File: src/rtl/assert_macros.svh
// Assertion macros used by the top level of the neighbor-count block.
`ifndef ASSERT_MACROS_SVH
`define ASSERT_MACROS_SVH

// Check a property on every clock edge outside reset.
`define GNC_ASSERT_ALWAYS(lbl, prop, msg) \
    lbl: assert property (@(posedge i_clk) disable iff (!i_rst_n) (prop)) else $error(msg);

// Check that a condition in one cycle leads to a consequence in the next.
`define GNC_ASSERT_NEXT(lbl, ante, cons, msg) \
    lbl: assert property (@(posedge i_clk) disable iff (!i_rst_n) \
        (ante) |=> (cons)) else $error(msg);

`endif

File: src/rtl/gnc_pkg.sv
// Types and constants of the 3x3 neighbor-count block.
package gnc_pkg;

    // Configuration port geometry and register indexes
    localparam int CFG_IDX_W  = 1;
    localparam int CFG_DATA_W = 16;
    localparam int WIDTH_W    = 6;
    localparam int HEIGHT_W   = 16;

    localparam logic [CFG_IDX_W-1:0] REG_GRID_WIDTH  = 1'b0;
    localparam logic [CFG_IDX_W-1:0] REG_GRID_HEIGHT = 1'b1;

    localparam logic [WIDTH_W-1:0]  RESET_WIDTH  = 6'd32;
    localparam logic [HEIGHT_W-1:0] RESET_HEIGHT = 16'd1;

    // Stream payload widths
    localparam int TDATA_IN_W  = 8;
    localparam int TDATA_OUT_W = 8;
    localparam int COUNT_W     = 4;

    // Three-row history of one column: bit 0 newest row, bit 2 oldest
    typedef logic [2:0] t_word;

    // One report request handed to the count unit
    typedef struct packed {
        t_word      left;
        t_word      center;
        t_word      right;
        logic       left_ok;
        logic       right_ok;
        logic       pos;
        logic [2:0] rows_valid;
        logic       row_end;
        logic       fin;
    } t_req;

    // One finished result
    typedef struct packed {
        logic               marked;
        logic [COUNT_W-1:0] count;
        logic               row_end;
        logic               last;
    } t_result;

endpackage

File: src/rtl/gnc_cell.sv
// One column cell of the line-buffer chain: holds a three-row column history.
module gnc_cell (
    input  logic           i_clk,
    input  logic           i_en,
    input  gnc_pkg::t_word i_word,
    output gnc_pkg::t_word o_word
);

    gnc_pkg::t_word r_word;

    // Take the neighbor's word on every accepted cell
    always_ff @(posedge i_clk) begin
        if (i_en) begin
            r_word <= i_word;
        end
    end

    assign o_word = r_word;

endmodule

File: src/rtl/gnc_count.sv
// Neighbor count of one reported cell from three adjacent column words.
module gnc_count (
    input  gnc_pkg::t_req    i_req,
    output gnc_pkg::t_result o_res
);

    function automatic logic [1:0] pop3(input gnc_pkg::t_word v);
        pop3 = {1'b0, v[0]} + {1'b0, v[1]} + {1'b0, v[2]};
    endfunction

    gnc_pkg::t_word w_rows;
    gnc_pkg::t_word w_self;
    gnc_pkg::t_word w_l;
    gnc_pkg::t_word w_r;
    gnc_pkg::t_word w_c;

    // Mask the rows inside the grid, drop the reported cell itself
    always_comb begin
        w_rows = i_req.pos ? i_req.rows_valid : (i_req.rows_valid & 3'b011);
        w_self = w_rows & ~(i_req.pos ? 3'b010 : 3'b001);
        w_l    = i_req.left_ok  ? (i_req.left  & w_rows) : 3'b000;
        w_r    = i_req.right_ok ? (i_req.right & w_rows) : 3'b000;
        w_c    = i_req.center & w_self;
    end

    // Add the three column counts
    always_comb begin
        o_res.count   = {2'b00, pop3(w_l)} + {2'b00, pop3(w_r)} + {2'b00, pop3(w_c)};
        o_res.marked  = i_req.pos ? i_req.center[1] : i_req.center[0];
        o_res.row_end = i_req.row_end;
        o_res.last    = i_req.fin;
    end

endmodule

File: src/rtl/grid_neighbor_count_3x3.sv
// Top level of the streamed 3x3 neighbor-count block.
// Takes a binary grid in row-major order, one cell per transfer, and reports
// each cell's marked bit with the count (0..8) of marked cells among its
// in-grid neighbors. A row is reported while the row below it arrives;
// the final row is reported as it arrives, and its last cell carries tlast.
// Writing grid_width or grid_height restarts the frame at row 0, column 0.
// Flow: a cell that releases results holds the input until the last of them is
// loaded for output. The first row of a taller frame releases none.
// On a middle row every cell after column 0 releases one, and the row end
// releases two. On the final row every cell after column 0 releases one for
// the row above plus one of its own, and the final cell releases up to four.
// The single output register drains one result per cycle while the output is
// not stalled; a stalled output holds the input for as long as the stall lasts.
// The line buffer is a chain of MAX_WIDTH column cells that shifts by one on
// each accepted cell; the word that falls out at column grid_width-1 is the
// same column one row earlier.
`include "assert_macros.svh"

module grid_neighbor_count_3x3 #(
    parameter int MAX_WIDTH = 32
) (
    input  logic                               i_clk,
    input  logic                               i_rst_n,
    // Configuration write port
    input  logic                               i_cfg_we,
    input  logic [gnc_pkg::CFG_IDX_W-1:0]      i_cfg_idx,
    input  logic [gnc_pkg::CFG_DATA_W-1:0]     i_cfg_data,
    // Input stream
    input  logic                               i_s_tvalid,
    output logic                               o_s_tready,
    input  logic [gnc_pkg::TDATA_IN_W-1:0]     i_s_tdata,   // [0] cell_marked
    // Output stream
    output logic                               o_m_tvalid,
    input  logic                               i_m_tready,
    output logic [gnc_pkg::TDATA_OUT_W-1:0]    o_m_tdata,   // [0] out_marked, [4:1] neighbor_count
    output logic                               o_m_tuser,   // [0] row_end
    output logic                               o_m_tlast    // last result of the frame
);

    localparam int COL_W = (MAX_WIDTH > 1) ? $clog2(MAX_WIDTH) : 1;
    localparam logic [gnc_pkg::WIDTH_W-1:0] MAX_W = gnc_pkg::WIDTH_W'(MAX_WIDTH);

    // Result slots of one item, in delivery order
    localparam int SLOT_UP_PREV   = 0;
    localparam int SLOT_LAST_PREV = 1;
    localparam int SLOT_UP_END    = 2;
    localparam int SLOT_LAST_END  = 3;
    localparam int NUM_SLOTS      = 4;

    typedef struct packed {
        logic       prev_left_ok;
        logic       end_left_ok;
        logic [2:0] v_up;
        logic [2:0] v_last;
    } t_ctx;

    logic [gnc_pkg::WIDTH_W-1:0]  r_width;
    logic [gnc_pkg::HEIGHT_W-1:0] r_height;
    logic [COL_W-1:0]             r_col;
    logic [gnc_pkg::HEIGHT_W-1:0] r_row;
    logic [NUM_SLOTS-1:0]         r_pend;
    logic [NUM_SLOTS-1:0]         n_pend;
    logic                         r_out_valid;
    logic                         n_out_valid;
    gnc_pkg::t_result             r_out;
    t_ctx                         r_ctx;
    t_ctx                         n_ctx;

    logic [gnc_pkg::WIDTH_W-1:0]  w_last6;
    logic [COL_W-1:0]             w_last;
    logic [gnc_pkg::HEIGHT_W-1:0] h_last;
    logic                         s_acc;
    logic                         col_end;
    logic                         last_row;
    logic                         c_ge1;
    logic                         r_ge1;
    logic [NUM_SLOTS-1:0]         new_mask;
    logic [NUM_SLOTS-1:0]         pend_first;
    logic [NUM_SLOTS-1:0]         pend_rem;
    logic                         load;

    gnc_pkg::t_word               w_chain [MAX_WIDTH];
    gnc_pkg::t_word               w_tap;
    gnc_pkg::t_word               n_head;
    gnc_pkg::t_word               w_n0;
    gnc_pkg::t_word               w_n1;
    gnc_pkg::t_word               w_n2;
    gnc_pkg::t_req                w_req;
    gnc_pkg::t_result             w_res;

    // Effective width and height
    always_comb begin
        if (r_width == '0) begin
            w_last6 = '0;
        end else if (r_width > MAX_W) begin
            w_last6 = MAX_W - 6'd1;
        end else begin
            w_last6 = r_width - 6'd1;
        end
        h_last = (r_height == '0) ? '0 : r_height - 16'd1;
    end
    assign w_last = w_last6[COL_W-1:0];

    // Position flags of the current cell
    assign s_acc    = i_s_tvalid && o_s_tready;
    assign col_end  = (r_col == w_last);
    assign last_row = (r_row >= h_last);
    assign c_ge1    = (r_col != '0);
    assign r_ge1    = (r_row != '0);

    // Line-buffer chain: new word enters cell 0, the tap is the same column
    assign w_tap  = w_chain[w_last];
    assign n_head = {w_tap[1:0], i_s_tdata[0]};

    for (genvar k = 0; k < MAX_WIDTH; k++) begin : g_cell
        if (k == 0) begin : g_head
            gnc_cell u_cell (
                .i_clk  (i_clk),
                .i_en   (s_acc),
                .i_word (n_head),
                .o_word (w_chain[k])
            );
        end else begin : g_body
            gnc_cell u_cell (
                .i_clk  (i_clk),
                .i_en   (s_acc),
                .i_word (w_chain[k-1]),
                .o_word (w_chain[k])
            );
        end
    end

    // Words of the current column and the two before it
    assign w_n0 = w_chain[0];
    if (MAX_WIDTH > 1) begin : g_n1
        assign w_n1 = w_chain[1];
    end else begin : g_n1_none
        assign w_n1 = '0;
    end
    if (MAX_WIDTH > 2) begin : g_n2
        assign w_n2 = w_chain[2];
    end else begin : g_n2_none
        assign w_n2 = '0;
    end

    // Results released by the accepted cell
    always_comb begin
        new_mask                 = '0;
        new_mask[SLOT_UP_PREV]   = c_ge1 && r_ge1;
        new_mask[SLOT_LAST_PREV] = c_ge1 && last_row;
        new_mask[SLOT_UP_END]    = col_end && r_ge1;
        new_mask[SLOT_LAST_END]  = col_end && last_row;
        n_ctx.prev_left_ok       = (r_col > COL_W'(1));
        n_ctx.end_left_ok        = c_ge1;
        n_ctx.v_up               = {(r_row > 16'd1), 2'b11};
        n_ctx.v_last             = {1'b0, r_ge1, 1'b1};
    end

    // Pick the oldest pending slot and build its request
    assign pend_first = r_pend & (~r_pend + NUM_SLOTS'(1));

    always_comb begin
        w_req = '0;
        priority if (pend_first[SLOT_UP_PREV] || pend_first[SLOT_LAST_PREV]) begin
            w_req.left       = w_n2;
            w_req.center     = w_n1;
            w_req.right      = w_n0;
            w_req.left_ok    = r_ctx.prev_left_ok;
            w_req.right_ok   = 1'b1;
            w_req.pos        = pend_first[SLOT_UP_PREV];
            w_req.rows_valid = pend_first[SLOT_UP_PREV] ? r_ctx.v_up : r_ctx.v_last;
        end else begin
            w_req.left       = w_n1;
            w_req.center     = w_n0;
            w_req.left_ok    = r_ctx.end_left_ok;
            w_req.pos        = pend_first[SLOT_UP_END];
            w_req.rows_valid = pend_first[SLOT_UP_END] ? r_ctx.v_up : r_ctx.v_last;
            w_req.row_end    = 1'b1;
            w_req.fin        = pend_first[SLOT_LAST_END];
        end
    end

    gnc_count u_count (
        .i_req (w_req),
        .o_res (w_res)
    );

    // Drain one result per cycle into the output register while the output is not stalled
    always_comb begin
        load        = (r_pend != '0) && (!r_out_valid || i_m_tready);
        pend_rem    = load ? (r_pend & ~pend_first) : r_pend;
        n_pend      = s_acc ? new_mask : pend_rem;
        n_out_valid = load ? 1'b1 : (i_m_tready ? 1'b0 : r_out_valid);
    end

    assign o_s_tready = (pend_rem == '0);

    // Control state: configuration, position, pending slots, output valid
    always_ff @(posedge i_clk) begin
        if (!i_rst_n) begin
            r_width     <= gnc_pkg::RESET_WIDTH;
            r_height    <= gnc_pkg::RESET_HEIGHT;
            r_col       <= '0;
            r_row       <= '0;
            r_pend      <= '0;
            r_out_valid <= 1'b0;
        end else begin
            if (i_cfg_we) begin
                unique case (i_cfg_idx)
                    gnc_pkg::REG_GRID_WIDTH: begin
                        r_width <= i_cfg_data[gnc_pkg::WIDTH_W-1:0];
                    end
                    gnc_pkg::REG_GRID_HEIGHT: begin
                        r_height <= i_cfg_data[gnc_pkg::HEIGHT_W-1:0];
                    end
                endcase
                r_col <= '0;
                r_row <= '0;
            end else if (s_acc) begin
                if (col_end) begin
                    r_col <= '0;
                    r_row <= last_row ? '0 : r_row + 16'd1;
                end else begin
                    r_col <= r_col + COL_W'(1);
                end
            end
            r_pend      <= n_pend;
            r_out_valid <= n_out_valid;
        end
    end

    // Payload: result register and per-item context
    always_ff @(posedge i_clk) begin
        if (load) begin
            r_out <= w_res;
        end
        if (s_acc) begin
            r_ctx <= n_ctx;
        end
    end

    assign o_m_tvalid = r_out_valid;
    assign o_m_tdata  = {{(gnc_pkg::TDATA_OUT_W - gnc_pkg::COUNT_W - 1){1'b0}},
                         r_out.count, r_out.marked};
    assign o_m_tuser  = r_out.row_end;
    assign o_m_tlast  = r_out.last;

    // Checks
    `GNC_ASSERT_ALWAYS(a_last_ends_row, o_m_tvalid && o_m_tlast |-> o_m_tuser, "last result not at row end")
    `GNC_ASSERT_ALWAYS(a_count_range, o_m_tvalid |-> (o_m_tdata[4:1] <= 4'd8), "neighbor count above eight")
    `GNC_ASSERT_ALWAYS(a_col_in_row, r_col <= w_last, "column position beyond row width")
    `GNC_ASSERT_NEXT(a_frame_wrap, s_acc && col_end && last_row, (r_row == '0) && (r_col == '0), "frame did not restart")

endmodule
File: config.mk
export PLATFORM = sky130hd
export DESIGN_NAME = grid_neighbor_count_3x3
export DESIGN_NICKNAME = d
export VERILOG_FILES = /design/src/rtl/gnc_pkg.sv /design/src/rtl/gnc_cell.sv /design/src/rtl/gnc_count.sv /design/src/rtl/grid_neighbor_count_3x3.sv
export VERILOG_INCLUDE_DIRS = /design/src /design/src/rtl
export SDC_FILE = /design/constraint.sdc
export NUM_CORES = 1
export LEC_CHECK = 0
export CAP_MARGIN = 20
export CORE_UTILIZATION = 25
export CTS_BUF_LIST = sky130_fd_sc_hd__clkbuf_8 sky130_fd_sc_hd__clkbuf_16
export CTS_CLUSTER_DIAMETER = 30
export DETAILED_ROUTE_END_ITERATION = 12
export DONT_BUFFER_PORTS = 1
export SLEW_MARGIN = 0
export SYNTH_ARGS = -nofsm -noshare
export SYNTH_HDL_FRONTEND = slang
export SYNTH_HIERARCHICAL = 1
export SYNTH_SLANG_ARGS = --single-unit
File: constraint.sdc
create_clock -name i_clk -period 7.1 [get_ports i_clk]
set_input_delay 0 -clock i_clk [delete_from_list [all_inputs] [get_ports i_clk]]
set_output_delay 0 -clock i_clk [all_outputs]
set_load 0.01 [all_outputs]
# Yosys cells after proc, flatten, opt, wreduce, memory -nomap -nowiden

Index checks and enable logic that the tools add are counted.

Register bits after elaboration: 155
Bits of input ports: 30
Output and inout port bits: 12
Word-level logic and storage cells: 122

Add/subtract/negate cells: 13
Magnitude comparators: 5
Equal/unequal tests: 1
Mux-type cells: 25
Bitwise logic cells: 12
Reduce and logical (&&, ||, !) cells: 20

Operator list:

| kind                                                                             | number |
|---|---|
| 16-bit two-way mux                                                               | 2 |
| 3-bit two-way mux                                                                | 6 |
| 16-bit by 1-bit adder with 16-bit output, second input constant                  | 1 |
| 16-bit greater-or-equal comparator                                               | 1 |
| 16-bit by 1-bit greater-than comparator with 1-bit output, second input constant | 1 |
| 16-bit logical NOT                                                               | 1 |
| 16-bit nonzero test                                                              | 1 |
| 16-bit by 1-bit subtractor with 16-bit output, second input constant             | 1 |
| 3-bit binary-select mux with 5-bit select                                        | 1 |
| 5-bit two-way mux                                                                | 3 |
| 3-bit AND                                                                        | 4 |
| 4-bit two-way mux                                                                | 3 |
| 4-bit AND                                                                        | 2 |
| 2-bit two-way mux                                                                | 4 |
| 4-bit NOT                                                                        | 2 |
| 1-bit by 1-bit adder with 2-bit output                                           | 3 |
| 2-bit by 1-bit adder with 2-bit output                                           | 3 |
| 6-bit greater-or-equal comparator, second input constant                         | 1 |
| 6-bit greater-than comparator, second input constant                             | 1 |
| 1-bit logical AND                                                                | 6 |
| 6-bit logical NOT                                                                | 1 |
| 6-bit two-way mux                                                                | 1 |
| 5-bit NOT with 6-bit output                                                      | 1 |
| 2-bit AND reduction                                                              | 3 |
| 17 further kinds                                                                 | 23 |

# Depth between registers and ports, before layout

Depth in word-level cells: 12
Mapped depth: 14
Gate-level depth less buffers: 13

# Modules after synthesis

The synthesis kept the hierarchy.

By module, submodules not included:

| module                  | instances | cells an instance | area each (um^2) | sequential area each (um^2) |
|---|---|---|---|---|
| grid_neighbor_count_3x3 | 1         | 589               | 4645.7           | 1291.2 |
| gnc_cell                | 32        | 3                 | 90.1             | 90.1 |
| gnc_count               | 1         | 30                | 257.7            | 0.0 |

# Worst setup path after synthesis

Ideal clock, no wire load.

Kind: flip-flop to flip-flop
Start: register r_pend[1]
End: register r_pend[3]
Library setup time: 0.070 ns
Arrival: 5.231 ns
Data required time: 7.030 ns
Slack: 1.799 ns
Cell stages (with the launch flop): 7
Buffers on the path: 0
Clock period less this slack: 5.301 ns
Cell sequence: dfxtp_1 maj3_1 o22a_1 nor2_2 nand4_1 or3_1 a21oi_1

Longest elaborated chain between the ends: 9
Elaborated cells on any way between the ends: 11
Classes of those cells: 1 x add/sub; 2 x mux; 4 x bitwise; 4 x reduce/logical

Ends and longest elaborated chain:

| element                                | RTL line                       | source |
|---|---|---|
| start, declared                        | grid_neighbor_count_3x3.sv:61  | `logic [NUM_SLOTS-1:0] r_pend;` |
| start signal, assigned                 | grid_neighbor_count_3x3.sv:227 | `r_pend <= n_pend;` |
| 4-bit NOT                              | grid_neighbor_count_3x3.sv:160 | `assign pend_first = r_pend & (~r_pend + NUM_SLOTS'(1));` |
| 4-bit by 1-bit adder with 4-bit output | grid_neighbor_count_3x3.sv:160 |  |
| 4-bit AND                              | grid_neighbor_count_3x3.sv:160 |  |
| 4-bit NOT                              | grid_neighbor_count_3x3.sv:191 | `pend_rem = load ? (r_pend & ~pend_first) : r_pend;` |
| 4-bit AND                              | grid_neighbor_count_3x3.sv:191 |  |
| 4-bit two-way mux (*)                  | grid_neighbor_count_3x3.sv:191 |  |
| 4-bit logical NOT (*)                  | grid_neighbor_count_3x3.sv:196 | `assign o_s_tready = (pend_rem == '0);` |
| 1-bit logical AND (*)                  | grid_neighbor_count_3x3.sv:105 | `assign s_acc = i_s_tvalid && o_s_tready;` |
| named net s_acc                        | grid_neighbor_count_3x3.sv:72  | `logic s_acc;` |
| 4-bit two-way mux (*)                  | grid_neighbor_count_3x3.sv:192 | `n_pend = s_acc ? new_mask : pend_rem;` |

The timed path passes the listed nets; every way through them passes the cells marked *.
A chain may end at the register's enable or synchronous reset.

# Final worst setup path

Start: register r_height[6] in the netlist's numbering
End: register r_row[4] in the netlist's numbering

Longest elaborated chain between the ends: 4
Elaborated cells on any way between the ends: 5
Classes of those cells: 1 x add/sub; 1 x order compare; 2 x mux; 1 x reduce/logical

Ends and longest elaborated chain:

| element                                                                                    | RTL line                       | source |
|---|---|---|
| start, declared                                                                            | grid_neighbor_count_3x3.sv:58  | `logic [gnc_pkg::HEIGHT_W-1:0] r_height;` |
| start signal, assigned                                                                     | grid_neighbor_count_3x3.sv:202 | `r_height <= gnc_pkg::RESET_HEIGHT;` |
| start signal, assigned                                                                     | grid_neighbor_count_3x3.sv:214 | `r_height <= i_cfg_data[gnc_pkg::HEIGHT_W-1:0];` |
| 16-bit by 1-bit subtractor with 16-bit output / 16-bit logical NOT (equally long branches) | grid_neighbor_count_3x3.sv:100 | `h_last = (r_height == '0) ? '0 : r_height - 16'd1;` |
| 16-bit two-way mux (*)                                                                     | grid_neighbor_count_3x3.sv:100 |  |
| 16-bit greater-or-equal comparator (*)                                                     | grid_neighbor_count_3x3.sv:107 | `assign last_row = (r_row >= h_last);` |
| 16-bit two-way mux (*)                                                                     | grid_neighbor_count_3x3.sv:222 | `r_row <= last_row ? '0 : r_row + 16'd1;` |
| end signal, assigned                                                                       | grid_neighbor_count_3x3.sv:222 |  |
| end, declared                                                                              | grid_neighbor_count_3x3.sv:60  | `logic [gnc_pkg::HEIGHT_W-1:0] r_row;` |

Every way passes the cells marked *; elsewhere a longest branch is shown, timed or not.

==> results.toml <==
[synthesis]
yosysWarningCount = 6
synthCells = 686
syn_area_um2 = 6920
syn_avg_cell_area_um2 = 10.1

[placed_design]
place_inst = 996
io_buffers = 0
dpl_worst_slack_ns = 2.70
place.gp.congestion = 0.751
dp_hpwl_mm = 10.5

[critical_path]
max_stage_delay_ns = 0.60
worstPathCellList = "or4_1 > nor4_1 > nor3b_1 > nand4b_1 > nand2_1 > ha_1 > a21o_1 > a21o_1 > a211oi_1 > o221a_2 > nand3_1 > o22ai_1"
crit_fanout = 21
critical_path_arrival_ns = 4.75
end_kind = "flip-flop"
cp_common_cell = "a21o_1"
critical_path_class = "reg2reg"
crit_slowest_cell = "or4_1"
cp.required_ns = 7.44
critPathLaunchType = "flip-flop"

[run_status]
outcome = "finished, final reports clean"

[finish]
nets = 758
drive_gt1_frac = 0.0819
finalNonFillerCells = 1049
register_area_um2 = 3300
multi_input_area_um2 = 3340
fill_cells = 2801
area_growth_pct = 15.5
antenna_cells = 0

[min_path]
hold_class = "in2reg"

[timing]
setup_viol = 0
fin_ws_ns = 2.69
fmax_mhz = 227
fin_crit_ns = 4.41
final_max_slew_viol_count = 0
skew_ns = 0.00681
tightest_slew_ns = 1.05
relSlewSlack = 0.294
tns_ns = 0
grt_setup_unrepaired = "false"
finalHoldViolCount = 0
fin_crit_sh = 0.621

[cts]
clock_latency_ns = 0.43
clockRootBuffer = "clkbuf_16"
numCtsBuffers = 17
cts_hold_buf = 21
cts_setup_buffers = 0
h-tree-depth = 4
post_cts_resized = 0
cts_buffer_depth = 2
cts_tree = "done"
clk_transition_reported_paths_ns = 0.05
cts.sinks = 126

[die]
die_w_um = 168
ios = 42
dieHeight_um = 168
rows = 60
dieArea_um2 = 28300
start_util = 0.256
core_area_um2 = 27000

[routing]
wl_mm = 15.6
firstDrtPassIters = 4
drc_errors = 0
via_per_inst = 4.91
wl_per_cell_um = 14.9
antenna_left = 0
vias = 5148
drt_iter0_drc = 360

[power_and_ir_drop]
power.leakage_uw = 0.00284
ir_drop_mv = 0.164
totalPowerFinal_uw = 1890
powerDensity_nw_per_um2 = 237

[grt]
grt_pass1_wl_mm = 26.0
antenna_found_initial = 0
overflow = 0
grt_max_degree = 80
grt_pass1_vias = 4876
gr-usage-all-layers = 0.117

[flow_run]
drv_cap = 0
[cell type report]
cell class	instances	share of cell area
Inverter	28	0.0132
Sequential cell	126	0.414
Timing Repair Buffer	25	0.0301
Clock inverter	15	0.0182
Multi-Input combinational cell	497	0.418
Clock buffer	17	0.0533
Tap cell	341	0.0534
[where the power goes]
part / switching, uW / leakage (uW) / internal [uW]
Combinational: 124 / 0.00141 / 82.4
Sequential: 26.9 / 0.00115 / 815
Clock: 331 / 0.000276 / 514
[critical path: cells and delay by family, from the launching register on]
| kind | cells | cell delay (ns) |
|---|---|---|
| AND/OR/NAND/NOR | 6 | 2.38 |
| AO/OA/AOI/OAI | 5 | 1.30 |
| flip-flops | 1 | 0.36 |
| adder cells (fa/ha/maj) | 1 | 0.26 |
[registers in the layout, summed over array words and instances (netlist names)]
register and flops:
g_cell.g_body.u_cell/o_word 64, r_height 16, r_row 16, r_width 6
o_m_tdata 5, r_col 5, r_ctx 4, r_pend 4
g_cell.g_head.u_cell/o_word 3, o_m_tlast 1, o_m_tuser 1, o_m_tvalid 1
[per-layer routing]
| layer | part of all wire | global-route usage |
|---|---|---|
| met3 | 0.045 | 0.0378 |
| met5 | 0 | 0 |
| met4 | 0.011 | 0.0435 |
| met2 | 0.42 | 0.159 |
| met1 | 0.52 | 0.169 |
[path summary, 6_finish.rpt]
kind	from	to	slack [ns]	depth (start not counted)
hold / removal	i_cfg_we	r_width[0]	0.06	3
hold reg to reg	g_cell[26].g_body.u_cell/o_word[0]	g_cell[27].g_body.u_cell/o_word[0]	0.45	0
setup reg to reg	r_height[6]	r_row[4]	2.69	12
setup / recovery	r_height[6]	r_row[4]	2.69	12
[cell usage in the layout (no fill, tap or decap), types with 4 or more instances in the layout]
cell	count
fa_1	5
o21a_1	4
nand3_1	20
o22ai_1	18
o21ai_0	17
nor2_1	37
or2_2	7
ha_1	28
nand4_1	13
nor2b_1	7
clkinv_1	6
buf_4	4
o211ai_1	4
a21o_1	6
xnor2_1	8
edfxtp_1	78
mux2_2	5
dlygate4sd3_1	21
a21oi_1	32
xor2_1	11
conb_1	6
o221ai_1	4
nand2_1	92
nor3_1	21
a211oi_1	21
nor3b_1	4
inv_1	25
nor4_1	9
or3_1	9
clkbuf_16	17
o311ai_0	4
and3_1	4
dfxtp_1	48
and2_1	6
nand2b_1	10
mux2i_1	25
[metrics by stage]
| step | instance area (um2) | util | hold slack (ns) |
|---|---|---|---|
| floorplan | 6930 | - | 0.0619 |
| global placement | 7200 | 0.267 | 0.0684 |
| detailed placement | 7200 | 0.267 | 0.0705 |
| CTS | 7990 | 0.295 | 0.0494 |
| global route | 7990 | 0.295 | 0.0740 |
| finish | 7990 | 0.295 | 0.0618 |
Power figures use the tool's default switching activity.
